[config.mk]
export PLATFORM = sky130hd
export DESIGN_NAME = fsc_ctrl
export DESIGN_NICKNAME = d
export VERILOG_FILES = /design/src/sv/fsc_pkg.sv /design/src/sv/fsc_ctrl.sv
export SDC_FILE = /design/constraint.sdc
export NUM_CORES = 1
export LEC_CHECK = 0
export ABC_AREA = 1
export BUFFER_PORTS_ARGS = -buffer_cell sky130_fd_sc_hd__buf_4
export CAP_MARGIN = 5
export CORE_MARGIN = 4
export CORE_UTILIZATION = 51
export CTS_CLUSTER_DIAMETER = 80
export DETAILED_ROUTE_END_ITERATION = 8
export PLACE_DENSITY = 0.9
export SLEW_MARGIN = 20
export SYNTH_ARGS = -nofsm -noshare
export SYNTH_HDL_FRONTEND = slang
export SYNTH_SLANG_ARGS = --single-unit
[constraint.sdc]
create_clock -name clk -period 1.9 [get_ports clk]
set_input_delay 0.19 -clock clk [delete_from_list [all_inputs] [get_ports clk]]
set_output_delay 0.19 -clock clk [all_outputs]
set_load 0.01 [all_outputs]
[src/sv/fsc_pkg.sv]
`timescale 1ns / 1ps
// ----------------------------------------------------------------------------
// fsc_pkg
// shared constants, types and command words for the frustum culling block
// ----------------------------------------------------------------------------
package fsc_pkg;

	localparam int MAX_EYES    = 2;
	localparam int EYE_W       = (MAX_EYES > 1) ? $clog2(MAX_EYES) : 1;
	localparam int ACC_W       = 66;
	localparam int SQ_STEPS    = 32;
	localparam int DIV_STEPS   = 48;
	localparam int PLANE_WORDS = MAX_EYES * 24;
	localparam int PA_W        = $clog2(PLANE_WORDS);

	localparam logic CMD_LOAD = 1'b0;
	localparam logic CMD_TEST = 1'b1;

	typedef logic signed [31:0] q16_t;

	// datapath command word, one per cycle from the controller
	typedef struct packed {
		logic             cap;
		logic             row_wr;
		logic             plane_init;
		logic             acc_clr;
		logic             acc_init;
		logic             acc_add;
		logic             mul_en;
		logic             test_mode;
		logic             sq_init;
		logic             sq_step;
		logic             div_init;
		logic             div_step;
		logic             div_store;
		logic             plane_wr;
		logic             ok_set;
		logic             ok_eval;
		logic             vis_init;
		logic             vis_init_val;
		logic             vis_or;
		logic             out_load;
		logic [1:0]       k;
		logic [1:0]       rk;
		logic [2:0]       p;
		logic [EYE_W-1:0] eye;
	} fsc_cmd_t;

	typedef struct packed {
		logic root_zero;
	} fsc_stat_t;

endpackage

[src/sv/fsc_ctrl.sv]
`timescale 1ns / 1ps
// ----------------------------------------------------------------------------
// fsc_ctrl
// controller: sequences plane builds and sphere tests, owns the handshakes
// ----------------------------------------------------------------------------
module fsc_ctrl (
	input  logic                clk,
	input  logic                arst_n,
	input  logic                in_valid,
	output logic                in_stall,
	output logic                out_valid,
	input  logic                out_stall,
	input  logic                cmd,
	input  logic                eye,
	input  logic [1:0]          row_index,
	input  logic [1:0]          eye_count,
	input  fsc_pkg::fsc_stat_t  st,
	output fsc_pkg::fsc_cmd_t   c
);
	localparam int EW = fsc_pkg::EYE_W;

	localparam logic [3:0] S_IDLE   = 4'd0;
	localparam logic [3:0] S_PINIT  = 4'd1;
	localparam logic [3:0] S_SQ     = 4'd2;
	localparam logic [3:0] S_SQRT_I = 4'd3;
	localparam logic [3:0] S_SQRT   = 4'd4;
	localparam logic [3:0] S_DIV_I  = 4'd5;
	localparam logic [3:0] S_DIV    = 4'd6;
	localparam logic [3:0] S_DIV_ST = 4'd7;
	localparam logic [3:0] S_WR     = 4'd8;
	localparam logic [3:0] S_TSTART = 4'd9;
	localparam logic [3:0] S_TINIT  = 4'd10;
	localparam logic [3:0] S_TMUL   = 4'd11;
	localparam logic [3:0] S_TEVAL  = 4'd12;
	localparam logic [3:0] S_TEYE   = 4'd13;
	localparam logic [3:0] S_OUT    = 4'd14;
	localparam logic [3:0] S_TACC   = 4'd15;

	logic [3:0]    state_q, state_d;
	logic [1:0]    k_q, k_d;
	logic [2:0]    p_q, p_d;
	logic [EW-1:0] eye_q, eye_d;
	logic [5:0]    it_q, it_d;
	logic          ov_q;
	logic [2:0]    n;
	logic          eye_in, eye_last, slot_free;

	assign n         = (int'(eye_count) > fsc_pkg::MAX_EYES) ? 3'(fsc_pkg::MAX_EYES)
	                                                         : {1'b0, eye_count};
	assign eye_in    = int'(eye) < fsc_pkg::MAX_EYES;
	assign eye_last  = 3'(eye_q) == (n - 3'd1);
	assign slot_free = !ov_q || !out_stall;

	always_comb begin
		c       = '0;
		c.k     = k_q;
		c.p     = p_q;
		c.eye   = eye_q;
		state_d = state_q;
		k_d     = k_q;
		p_d     = p_q;
		eye_d   = eye_q;
		it_d    = it_q;
		unique case (state_q)
			S_IDLE: begin
				if (in_valid) begin
					c.cap = 1'b1;
					if (cmd == fsc_pkg::CMD_TEST) begin
						state_d = S_TSTART;
					end else begin
						c.row_wr = eye_in;
						if (eye_in && row_index == 2'd3) begin
							p_d     = '0;
							state_d = S_PINIT;
						end
					end
				end
			end
			S_PINIT: begin
				c.plane_init = 1'b1;
				c.acc_clr    = 1'b1;
				k_d          = '0;
				state_d      = S_SQ;
			end
			S_SQ: begin
				c.mul_en  = k_q != 2'd3;
				c.acc_add = k_q != 2'd0;
				k_d       = k_q + 2'd1;
				if (k_q == 2'd3) begin
					state_d = S_SQRT_I;
				end
			end
			S_SQRT_I: begin
				c.sq_init = 1'b1;
				it_d      = '0;
				state_d   = S_SQRT;
			end
			S_SQRT: begin
				c.sq_step = 1'b1;
				it_d      = it_q + 6'd1;
				if (it_q == 6'(fsc_pkg::SQ_STEPS - 1)) begin
					k_d     = '0;
					state_d = S_DIV_I;
				end
			end
			S_DIV_I: begin
				if (st.root_zero) begin
					state_d = S_WR;
				end else begin
					c.div_init = 1'b1;
					it_d       = '0;
					state_d    = S_DIV;
				end
			end
			S_DIV: begin
				c.div_step = 1'b1;
				it_d       = it_q + 6'd1;
				if (it_q == 6'(fsc_pkg::DIV_STEPS - 1)) begin
					state_d = S_DIV_ST;
				end
			end
			S_DIV_ST: begin
				c.div_store = 1'b1;
				k_d         = k_q + 2'd1;
				state_d     = (k_q == 2'd3) ? S_WR : S_DIV_I;
			end
			// one plane word per cycle into the store
			S_WR: begin
				c.plane_wr = 1'b1;
				k_d        = k_q + 2'd1;
				if (k_q == 2'd3) begin
					p_d     = p_q + 3'd1;
					state_d = (p_q == 3'd5) ? S_IDLE : S_PINIT;
				end
			end
			S_TSTART: begin
				c.vis_init     = 1'b1;
				c.vis_init_val = n == 3'd0;
				c.ok_set       = 1'b1;
				eye_d          = '0;
				p_d            = '0;
				state_d        = (n == 3'd0) ? S_OUT : S_TINIT;
			end
			// fetch w of the plane
			S_TINIT: begin
				c.rk    = 2'd3;
				k_d     = '0;
				state_d = S_TACC;
			end
			// w plus radius into the accumulator, fetch the first coefficient
			S_TACC: begin
				c.acc_init = 1'b1;
				c.rk       = 2'd0;
				state_d    = S_TMUL;
			end
			S_TMUL: begin
				c.test_mode = 1'b1;
				c.mul_en    = k_q != 2'd3;
				c.acc_add   = k_q != 2'd0;
				c.rk        = k_q + 2'd1;
				k_d         = k_q + 2'd1;
				if (k_q == 2'd3) begin
					state_d = S_TEVAL;
				end
			end
			S_TEVAL: begin
				c.ok_eval = 1'b1;
				if (p_q == 3'd5) begin
					p_d     = '0;
					state_d = S_TEYE;
				end else begin
					p_d     = p_q + 3'd1;
					state_d = S_TINIT;
				end
			end
			S_TEYE: begin
				c.vis_or = 1'b1;
				if (eye_last) begin
					state_d = S_OUT;
				end else begin
					c.ok_set = 1'b1;
					eye_d    = eye_q + EW'(1);
					state_d  = S_TINIT;
				end
			end
			S_OUT: begin
				if (slot_free) begin
					c.out_load = 1'b1;
					state_d    = S_IDLE;
				end
			end
			default: begin
				state_d = S_IDLE;
			end
		endcase
	end

	always_ff @(posedge clk or negedge arst_n) begin
		if (!arst_n) begin
			state_q <= S_IDLE;
			k_q     <= '0;
			p_q     <= '0;
			eye_q   <= '0;
			it_q    <= '0;
			ov_q    <= 1'b0;
		end else begin
			state_q <= state_d;
			k_q     <= k_d;
			p_q     <= p_d;
			eye_q   <= eye_d;
			it_q    <= it_d;
			if (c.out_load) begin
				ov_q <= 1'b1;
			end else if (!out_stall) begin
				ov_q <= 1'b0;
			end
		end
	end

	assign in_stall  = state_q != S_IDLE;
	assign out_valid = ov_q;

endmodule

Word level (Yosys, flattened, before mapping)
Cells that the tools add are included.

word-level totals
  flip-flop bits (word level) = 17
  bits in latches = 0
  memory bits (writable) = 0
  ROM bits = 0
  input port bits = 11
  output and inout bits = 30
  word-level logic and storage cells = 120
  memories kept = 0

cells by class
  add/subtract/negate cells = 5
  $mul = 0
  div/mod/pow operators = 0
  $lt $le $gt $ge = 1
  equal/unequal tests = 35
  shifts and indexed selects = 0
  muxes and demuxes = 53
  bitwise operators = 0
  reduce and logical (&&, ||, !) cells = 20

operator list
  cell                                           count
  case mux 4 bit (16 select lines)               1
  2-to-1 mux 4 bit                               11
  == test 4 bit, second input constant           8
  != test 2 bit, second input constant           13
  2-to-1 mux 3 bit                               8
  2-to-1 mux 1 bit                               19
  case mux 6 bit (3 select lines)                1
  == test 4 x 3 -> 1 bit, second input constant  4
  2-to-1 mux 2 bit                               7
  case mux 3 bit (4 select lines)                1
  == test 4 x 2 -> 1 bit, second input constant  2
  AND reduction 8 bit                            1
  nonzero test 4 bit                             2
  adder 6 x 1 -> 6 bit, second input constant    1
  == test 6 x 5 -> 1 bit, second input constant  1
  == test 6 bit, second input constant           1
  2-to-1 mux 6 bit                               1
  case mux 2 bit (3 select lines)                1
  AND reduction 2 bit                            3
  nonzero test 3 bit                             2
  OR reduction 2 bit                             3
  AND reduction 5 bit                            1
  == test 2 bit, second input constant           2
  == test 4 x 1 -> 1 bit, second input constant  1
  16 further kinds                               19

Logic depth before layout (Yosys ltp)
Gate-level depths: netlist (run 1).

  depth after elaboration = 6
  mapped depth = 10
  depth with buffers taken out = 10

Worst setup path before layout (run 1)
No wires, ideal clock.

  path type = register to register
  start point = register state_q[2]
  end point = register p_q[0]
  setup time = 118 ps
  arrival time = 1293 ps
  data required time = 1782 ps
  slack = 489 ps
  cell stages (with the launch flop) = 9
  path buffers = 0
  clock period less this slack = 1411 ps
  cell sequence = dfrtp_1 -> nor2_2 -> nand2_2 -> nand3_2 -> nand2_2 -> nor2_4 -> inv_2 -> nand2_1 -> nand2_1

between the ends
  cells in the longest elaborated chain, start to end = 3
  elaborated cells on any way between the ends = 11
  those cells by class = eq/ne (7); mux (1); reduce/logical (3)

ends and longest elaborated chain
  element                                                                      line             RTL
  start: declaration                                                           fsc_ctrl.sv:39   logic [3:0] state_q, state_d;
  start signal: assignment                                                     fsc_ctrl.sv:207  state_q <= state_d;
  == test 4 bit / logical NOT 4 bit (equally long branches)                    fsc_ctrl.sv:64   unique case (state_q)
  nonzero test 4 bit (no source line) / != test 2 bit (equally long branches)  -
  AND reduction 5 bit (no source line)                                         -
  end signal: assignment                                                       fsc_ctrl.sv:209  p_q <= p_d;
  end: declaration                                                             fsc_ctrl.sv:41   logic [2:0] p_q, p_d;

Parallel ways exist; a longest one is shown, timed or not.
A chain may end at the register's enable or synchronous reset.

==> results.md, run 1 <==
- The final cell count without fillers is 291.
- The flow ran to the end, and the final reports show no timing, DRC or antenna violations.
- The die outline area is 0.00365 sq mm.
- The data arrival time of the critical path is 1.61 ns.
- After legalization and detailed placement, the total HPWL measured 2.72 mm.
- 0 antenna diodes ended up in the layout.
- The first-pass GRT wire length is 5.54 mm.
- The source-to-sink clock delay at the later pin of the worst-skew pair is roughly 0.29 ns.
- dfrtp_1 takes more of the synthesized area than any other cell.
- The start point of the worst hold path is out_stall.
- Setup repair after global routing left no endpoint under its margin.
- The maximum clock skew at final layout is about 0.0032 ns.
- The total power is 2.26 mW.
- The number of post-CTS setup repair buffers is 0.
- For this run, the leading register cell type out of synthesis is dfrtp_1.
- The post-synthesis cell count is approximately 220.
- After synthesis, the largest area contributor takes up 30.3% of total cell area.
- The global placer's final weighted congestion is approximately 0.90.
- The floorplan step defined a core boundary enclosing 0.00254 sq mm.
- The mean cell area of the mapped netlist is between 6 and 7 sq um.
- The endpoint of the most critical register-to-register path is state_q[1]$_DFFE_PN0P_.
- The worst setup path is captured at an output port.
- For this configuration, the core starts out at a cell density of 55.1%.
- The number of nets in the final layout is between 200 and 300.
- Summing all non-filler instances in the final layout gives an area of 0.00176 sq mm.
- Summed over all failing endpoints, the final setup total negative slack is 0 ns.
- For the finished layout, the period the worst path requires is 1.80 ns.
- VDD sags by at most 0.000983 V.
- The share of post-route cells with drive strength above 1 is a little over a quarter.
- The path with the worst hold slack has its endpoint at out_valid$_DFFE_PN0P_.
- The post-place setup slack is between 0.3 and 0.4 ns.
- The standby leakage power is roughly 1.1 nW.
- The overall overflow remaining after global route is 0.
- The count of cells along the worst hold path is 3.
- The synthesized flop and latch total is 17.
- CTS built an H-tree with a depth of 1.
- Counting flops with a built-in enable in the synthesized netlist gives 0.
- The share of power burned in registers is 27.2%.
- The placed cell count is between 200 and 300.
- The post-route clock period utilization is 94.5%.
- Compared with the post-synthesis result, the final layout area differs by 25.5%.
- The achievable clock frequency is 0.557 GHz.
- The max-slew headroom at the worst pin is 76.8%.
- Before antenna repair, the detailed router went through 6 iterations.
- After synthesis, flip-flops and latches occupy 30.3% of the total area.
- At the pin with the least slew margin, the transition time is around 0.35 ns.
- Counting every net in the synthesized netlist gives 235.
- After synthesis, the largest family of logic cells by area is simple AND/OR/NAND/NOR gates.
- The synthesized netlist devotes roughly 4.5% of its cell area to adder and majority cells.
- The startpoint of the worst-slack reg-to-reg timing path is state_q[2]$_DFFE_PN0P_.
- Multiplexer cells account for 0% of the synthesized area.
- The register-to-register setup slack is 0.33 ns.
- Sorting the synthesized cells by area gives the leading types as dfrtp_1 (30%), nand2_1 (18%), inv_1 (8.0%).
- The library cell used as clock root buffer is clkbuf_4.
- The share of flip-flops with an asynchronous set or reset after synthesis is 100%.
- The xor-xnor portion of the synthesized cell area is 2.50%.
- Power spread over the standard cell area amounts to 1280 mW/mm^2.
- The internal power of the cells totals 1.10 mW.
- The average vias per placed instance is approximately 5.3.
- The width of the chip is 60.4 microns.
- 41 I/O pins were placed.
- The synthesized netlist devotes 42.6% of its cell area to simple gates.
- The number of global-route vias before repair is 1323.
- The commonest cells after synthesis are nand2_1 (67), inv_1 (30), nor2_1 (24).
- The depth of the worst register-to-register path is 9.
- The total number of vias is 1536.
- In the final routed layout, each cell accounts on average for roughly 12 microns.
- In the global route stage, overall resource usage came out at ~20%.
- The area of the mapped netlist is about 0.0014 sq mm.
- The number of buffers inserted during clock tree synthesis is 3.
- The tool flagged a number of max-cap violations equal to 0.
- The endpoint required time on the critical path is roughly 1.7 ns.
- The number of antenna violations at the first check in global routing is 0.
- The count of nets left with antenna violations once routing finished came out at 0.
- The DRC violations left is 0.
- Buffers placed on the I/O ports in this run total 39.
- The placement-stage cell area is around 0.0017 sq mm.
- The post-CTS clock slew at the launch and capture registers of the worst setup and hold paths is 0.10 ns.
- The clock net in this run drives a total of 17 sinks.
- The kind of launch point of the worst setup path is a flip-flop.
- The cell with the most instances after synthesis is nand2_1.
- After layout, the worst setup slack is 0.104 ns.
- Of the total power, the clock network draws 8.8%.
- The y dimension of the die is 60.4 microns.
- After floorplanning, the core was divided into 18 placement rows.
- After the first detailed-routing iteration, the DRC count stood at 83.
- For this run, the number of Yosys warnings is 0.
- The final hold slack is 0.155 ns.
- The type of the most critical hold path is in -> reg.
- The compound-cell area share of the yosys netlist is under 10%.
- The highest fanout seen on the critical path is 7.
- The largest net degree at the start of global routing is 18.
- For this run, the share of the core covered by cells in the final layout is 69.2%.
- The critical path is of the reg -> out type.
- The setup-violating endpoint count in the final report is 0.
- The count of final max-slew check failures was 0.
- Of the total power, the share spent switching nets is 51.4%.
- The number of buffers on the longest clock path is 2.
- Per report_power, the combinational group accounts for 64.0% of the total.
- TritonCTS built the clock tree.
- The netlist uses 24 different library cells.
- For this block, the routed nets add up to 3.43 mm of wire.
- Summed over all nets, the switching power comes to 1.16 mW.
- The number of hold-slack violations in the final timing report was 0.
==> flip-flops by register name, indices dropped and copies added, names as in the netlist <==
signal     count
out_valid      1
it_q           6
state_q        4
p_q            3
k_q            2
eye_q          1
==> final cells by class <==
type                            count  area [sq um]
Multi-Input combinational cell    164           832
Fill cell                         227           785
Sequential cell                    17           427
Timing Repair Buffer               40           303
Inverter                           36           135
Tap cell                           30          37.5
Clock buffer                        4          26.3
==> cell usage in the layout, fill, tap and decap left out <==
| cell type | instances |
|---|---|
| a21oi_1 | 6 |
| buf_4 | 39 |
| clkbuf_1 | 1 |
| clkbuf_4 | 3 |
| clkinv_1 | 1 |
| dfrtp_1 | 16 |
| dfrtp_2 | 1 |
| dlygate4sd3_1 | 1 |
| ha_1 | 5 |
| inv_1 | 30 |
| inv_2 | 5 |
| nand2_1 | 67 |
| nand2_2 | 7 |
| nand3_1 | 14 |
| nand3_2 | 1 |
| nand3b_1 | 4 |
| nand4_1 | 3 |
| nor2_1 | 24 |
| nor2_2 | 5 |
| nor2_4 | 4 |
| nor3_1 | 1 |
| o21ai_0 | 7 |
| o21ai_1 | 6 |
| o21ai_2 | 2 |
| o22ai_1 | 2 |
| o31ai_1 | 1 |
| or2_2 | 1 |
| xor2_1 | 4 |
==> repair_timing <==
action,CTS,global route
hold buffers,1,0
resized for setup,0,2
hold endpoints to repair,17,0
endpoints found under the setup margin,0,3
==> worst max-delay path by stage <==
stage	from	end	slack, ns	cells after the start
global placement	state_q[2]$_DFFE_PN0P_	p_q[1]$_DFFE_PN0P_	0.36	8
detailed placement	state_q[2]$_DFFE_PN0P_	p_q[2]$_DFFE_PN0P_	0.34	8
floorplan	state_q[2]$_DFFE_PN0P_	p_q[0]$_DFFE_PN0P_	0.49	8
finish	state_q[2]$_DFFE_PN0P_	c[13]	0.10	5
global route	state_q[1]$_DFFE_PN0P_	c[4]	0.01	5
CTS	state_q[2]$_DFFE_PN0P_	c[26]	0.09	4
==> critical path, cell delays in order (launching register included) <==
cell	delay (ns)
dfrtp_1	0.56
nand2_2	0.18
nor2_4	0.18
inv_2	0.06
o21ai_2	0.18
buf_4	0.15
==> cells by family after synthesis <==
family,Yosys count
AND/OR/NAND/NOR,131
adder cells (fa/ha/maj),5
XOR/XNOR,4
buffers and inverters,38
AO/OA/AOI/OAI,24
flip-flops,17
==> power groups by stage <==
| stage | Combinational, mW | Sequential, mW | Clock (mW) |
|---|---|---|---|
| after floorplan | 0.992 | 0.601 | 0 |
| after global placement | 1.39 | 0.608 | 0 |
| after detailed placement | 1.43 | 0.608 | 0 |
| after CTS | 1.44 | 0.602 | 0.203 |
| after global routing | 1.63 | 0.631 | 0.217 |
| final | 1.45 | 0.614 | 0.199 |
==> layer usage <==
layer  track usage, %  vias to the layer above  share of wire, %
met2             32.3                       77                44
met1             26.5                      680                44
met5                0                        -                 0
li1                 -                      768                 -
met3             3.83                       11                10
met4             5.57                        0               1.7
(Power assumes the default switching activity.)
==> run 2, diff against run 1 <==
--- a/config.mk
+++ b/config.mk
@@ -9,10 +9,10 @@
 export BUFFER_PORTS_ARGS = -buffer_cell sky130_fd_sc_hd__buf_4
 export CAP_MARGIN = 5
 export CORE_MARGIN = 4
-export CORE_UTILIZATION = 51
+export CORE_UTILIZATION = 45
 export CTS_CLUSTER_DIAMETER = 80
 export DETAILED_ROUTE_END_ITERATION = 8
-export PLACE_DENSITY = 0.9
+export PLACE_DENSITY = 0.85
 export SLEW_MARGIN = 20
 export SYNTH_ARGS = -nofsm -noshare
 export SYNTH_HDL_FRONTEND = slang
==> constraint.sdc (replaced) <==
create_clock -name clk -period 1.55 [get_ports clk]
set_input_delay 0.155 -clock clk [delete_from_list [all_inputs] [get_ports clk]]
set_output_delay 0.155 -clock clk [all_outputs]
set_load 0.01 [all_outputs]
==> run 2 against run 1 <==
Net effect:
- the run now ends with negative setup slack left
- utilization increased by 6.3 points
- die area increased by 12%
- non-clock buffer count increased by 24
- register-to-register slack got worse by 0.38 ns
- clock-buffer cell count unchanged
- global-route usage increased by 1.5 points
- wire length increased by 36%
- combinational power increased by 80%
- final cell count increased by 12%
- worst hold slack got worse by 0.012 ns
- critical path type unchanged
- highest routed layer unchanged
==> results.md, run 2 (synthesized netlist as in run 1, its figures left out) <==
- The share of total power in the clock network came to 6.7% (-2.1 points).
- The standby leakage power is 1.23 nW (+15%).
- The number of antenna violations at the first check in global routing is 0 (unchanged).
- The critical path start-end classification is reg -> out.
- The layout filler cell count came to 204 (-10%).
- The area of the multi-input gates is 997 sq um (+20%).
- The largest net degree at the start of global routing is 18 (unchanged).
- The final design instance area without fill is 0.00217 sq mm (+23%).
- The number of detailed-routing iterations run before antenna repair is 4 (-2).
- The number of ports placed on the die boundary is 41 (unchanged).
- The core occupancy in the finished layout was 75.4% (+6.3 points).
- The number of maximum-capacitance constraint violations was 0 (unchanged).
- The switching power summed over all nets is 1.87 mW (+61%).
- The DRC violations left was 0 (unchanged).
- The maximum clock skew at final layout is 0.00301 ns (-0.000166 ns).
- The average vias per placed instance was 5.24 (-0.75%).
- The worst-margin pin slew came to 0.244 ns (-0.103 ns).
- The run finished, with violations left.
- The die outline area is 0.00407 sq mm (+12%).
- The y dimension of the die was 63.8 microns (+5.6%).
- The number of port buffers was 39 (unchanged).
- The count of final max-slew check failures was 0 (unchanged).
- The number of nets in the final layout is 302 (+8.6%).
- The total routing usage reported by global routing is 21.2% (+1.5 points).
- The first-pass GRT wire length is 6.99 mm (+26%).
- The endpoint required time on the critical path is 1.39 ns (-0.32 ns).
- In the layout the commonest cells are nand2_1 (57), buf_4 (56), inv_1 (22).
- The worst-case setup margin in the final layout is -0.106 ns (-0.210 ns).
- The total wire length after detailed routing is 4.66 mm (+36%).
- The placed wire-length estimate was 2.92 mm (+7.4%).
- The checks that failed: negative setup slack.
- The DRC marker count from the first detailed-route iteration is 141 (+70%).
- The number of global-route vias before repair was 1631 (+23%).
- The switching share of power is 51.5% (+0.11 points).
- The largest registers in the layout are it_q x6, state_q x4, p_q x3.
- Setup repair after global routing could not meet its margin everywhere.
- The width of the chip was 63.8 microns (+5.6%).
- The data arrival time of the critical path is 1.50 ns (-0.11 ns).
- The number of buffers on the longest clock path came to 2 (unchanged).
- The number of flip-flops in the largest register is 6 (unchanged).
- The total negative slack for setup checks is -0.613 ns (-0.613 ns).
- Of the available clock period, the critical path in the final layout requires 107%.
- TritonCTS built the clock tree.
- The setup-violating endpoint count in the final report is 14 (+14).
- The most common library cell in the layout ignoring fill and taps is nand2_1.
- The highest fanout seen on the critical path is 7 (unchanged).
- The number of buffers inserted during clock tree synthesis is 3 (unchanged).
- The max-slew headroom at the worst pin is 83.7% (+6.9 points).
- The type of destination of the critical path is an output port.
- The library cell used as clock root buffer is clkbuf_4.
- For this run, the top clock speed supported by timing is between 0.6 and 0.7 GHz.
- The total power came to 3.63 mW (+61%).
- The share of power burned in combinational logic is 72.0% (+8.0 points).
- The share of post-route cells with drive strength above 1 is 45.3% (+19 points).
- The source-to-sink clock delay at the later pin of the worst-skew pair is 0.29 ns (about the same).
- The power density of the placed cells came to 1670 mW/mm^2 (+30%).
- The post-place setup slack is 0.0348 ns (-0.308 ns).
- The most frequent cell on the critical path is buf_4.
- The count of antenna diodes in the layout is 0 (unchanged).
- The global placer's final weighted congestion is 0.907 (+0.83%).
- The largest individual stage delay along the critical path comes from the cell dfrtp_2.
- The initial standard-cell utilization of the core was 48.8% (-6.4 points).
- Walking the worst path, the cells encountered are buf_4, nor2_4, nand2_4, nor3_2, buf_4.
- The number of hold-slack violations in the final timing report is 0 (unchanged).
- The count of antenna-violating nets left after detailed routing is 0 (unchanged).
- The total number of vias is 1713 (+12%).
- The internal power component is 1.76 mW (+60%).
- The type of the most critical hold path is in -> reg.
- STA classifies the critical path startpoint as a flip-flop.
- The delay of the slowest cell on the worst path is 0.47 ns (-0.09 ns).
- The overall overflow remaining after global route was 0 (unchanged).
- The area of the core region is 0.00288 sq mm (+13%).
- The area growth from synthesis to final layout is 54.7%.
- The placement-stage cell area was 0.00177 sq mm (+3.1%).
- The worst vdd rail ir drop is 0.000956 V (-2.7%).
- After layout, the minimum clock period comes to about 1.7 ns.
- The share of power burned in registers came to 21.3% (-5.9 points).
- The clock sink count is 17 (unchanged).
- The number of rows in the core area is 19 (+1).
- The combined flip-flop and latch cell area is 430 sq um (+0.88%).
- The post-CTS clock slew at the launch and capture registers of the worst setup and hold paths is 0.10 ns (about the same).
- The average detailed-routed wire length per instance came to 14.3 microns (+21%).
- The register containing the most flip-flops in the final layout is it_q.
- The number of levels the H-tree was split into was 1 (unchanged).
run 2: through the flow:
step / hold WS (ns) / std cells
CTS: 0.126 / 316
detailed placement: 0.0306 / 303
global placement: 0.0330 / 303
global route: 0.143 / 327
floorplan: -0.141 / 219
finish: 0.143 / 327
run 2: area by class of cell:
type	instances	area share [%]
multi-input combinational	164	46.0
timing repair buffer	64	23.9
sequential	17	19.8
inverter	36	6.69
tap	42	2.42
clock buffer	4	1.21
run 2: what timing repair did:
| action | in CTS | in global routing |
|---|---|---|
| pin swaps | 6 | 9 |
| hold buffers | 1 | 0 |
| endpoints found under the setup margin | 17 | 38 |
| buffers inserted | 8 | 11 |
| endpoints found under the hold margin | 17 | 0 |
| resized for setup | 30 | 39 |
run 2: worst paths after layout:
path,start,end,slack [ns],cells after the start
hold / removal,out_stall,out_valid$_DFFE_PN0P_,0.14,3
setup reg to reg,state_q[1]$_DFFE_PN0P_,state_q[3]$_DFFE_PN0P_,-0.05,10
max in group asynchronous,arst_n,state_q[2]$_DFFE_PN0P_,1.07,2
min in group asynchronous,arst_n,it_q[0]$_DFFE_PN0P_,0.27,2
setup / recovery,state_q[1]$_DFFE_PN0P_,c[26],-0.11,5
hold reg to reg,it_q[1]$_DFFE_PN0P_,it_q[1]$_DFFE_PN0P_,0.57,2
run 2: critical path: cells and delay by family (launching register included):
family	cells	cell delay [ns]
flip-flops	1	0.47
AND/OR/NAND/NOR	3	0.43
buffers and inverters	2	0.31
run 2: power by group through the flow:
stage               Combinational [mW]  Clock (mW)  Sequential (mW)
finish                            2.61       0.244            0.772
global route                      2.86       0.267            0.790
CTS                               2.11       0.245            0.745
detailed placement                1.83           0            0.731
global placement                  1.78           0            0.726
floorplan                         1.22           0            0.737
run 2: layer usage:
layer  share of wire, %  vias up  global-route usage [%]
met3                8.4       10                    2.63
li1                   -      817                       -
met4                2.1        0                    9.70
met2                 50       94                    36.4
met5                  0        -                       0
met1                 39      792                    26.3
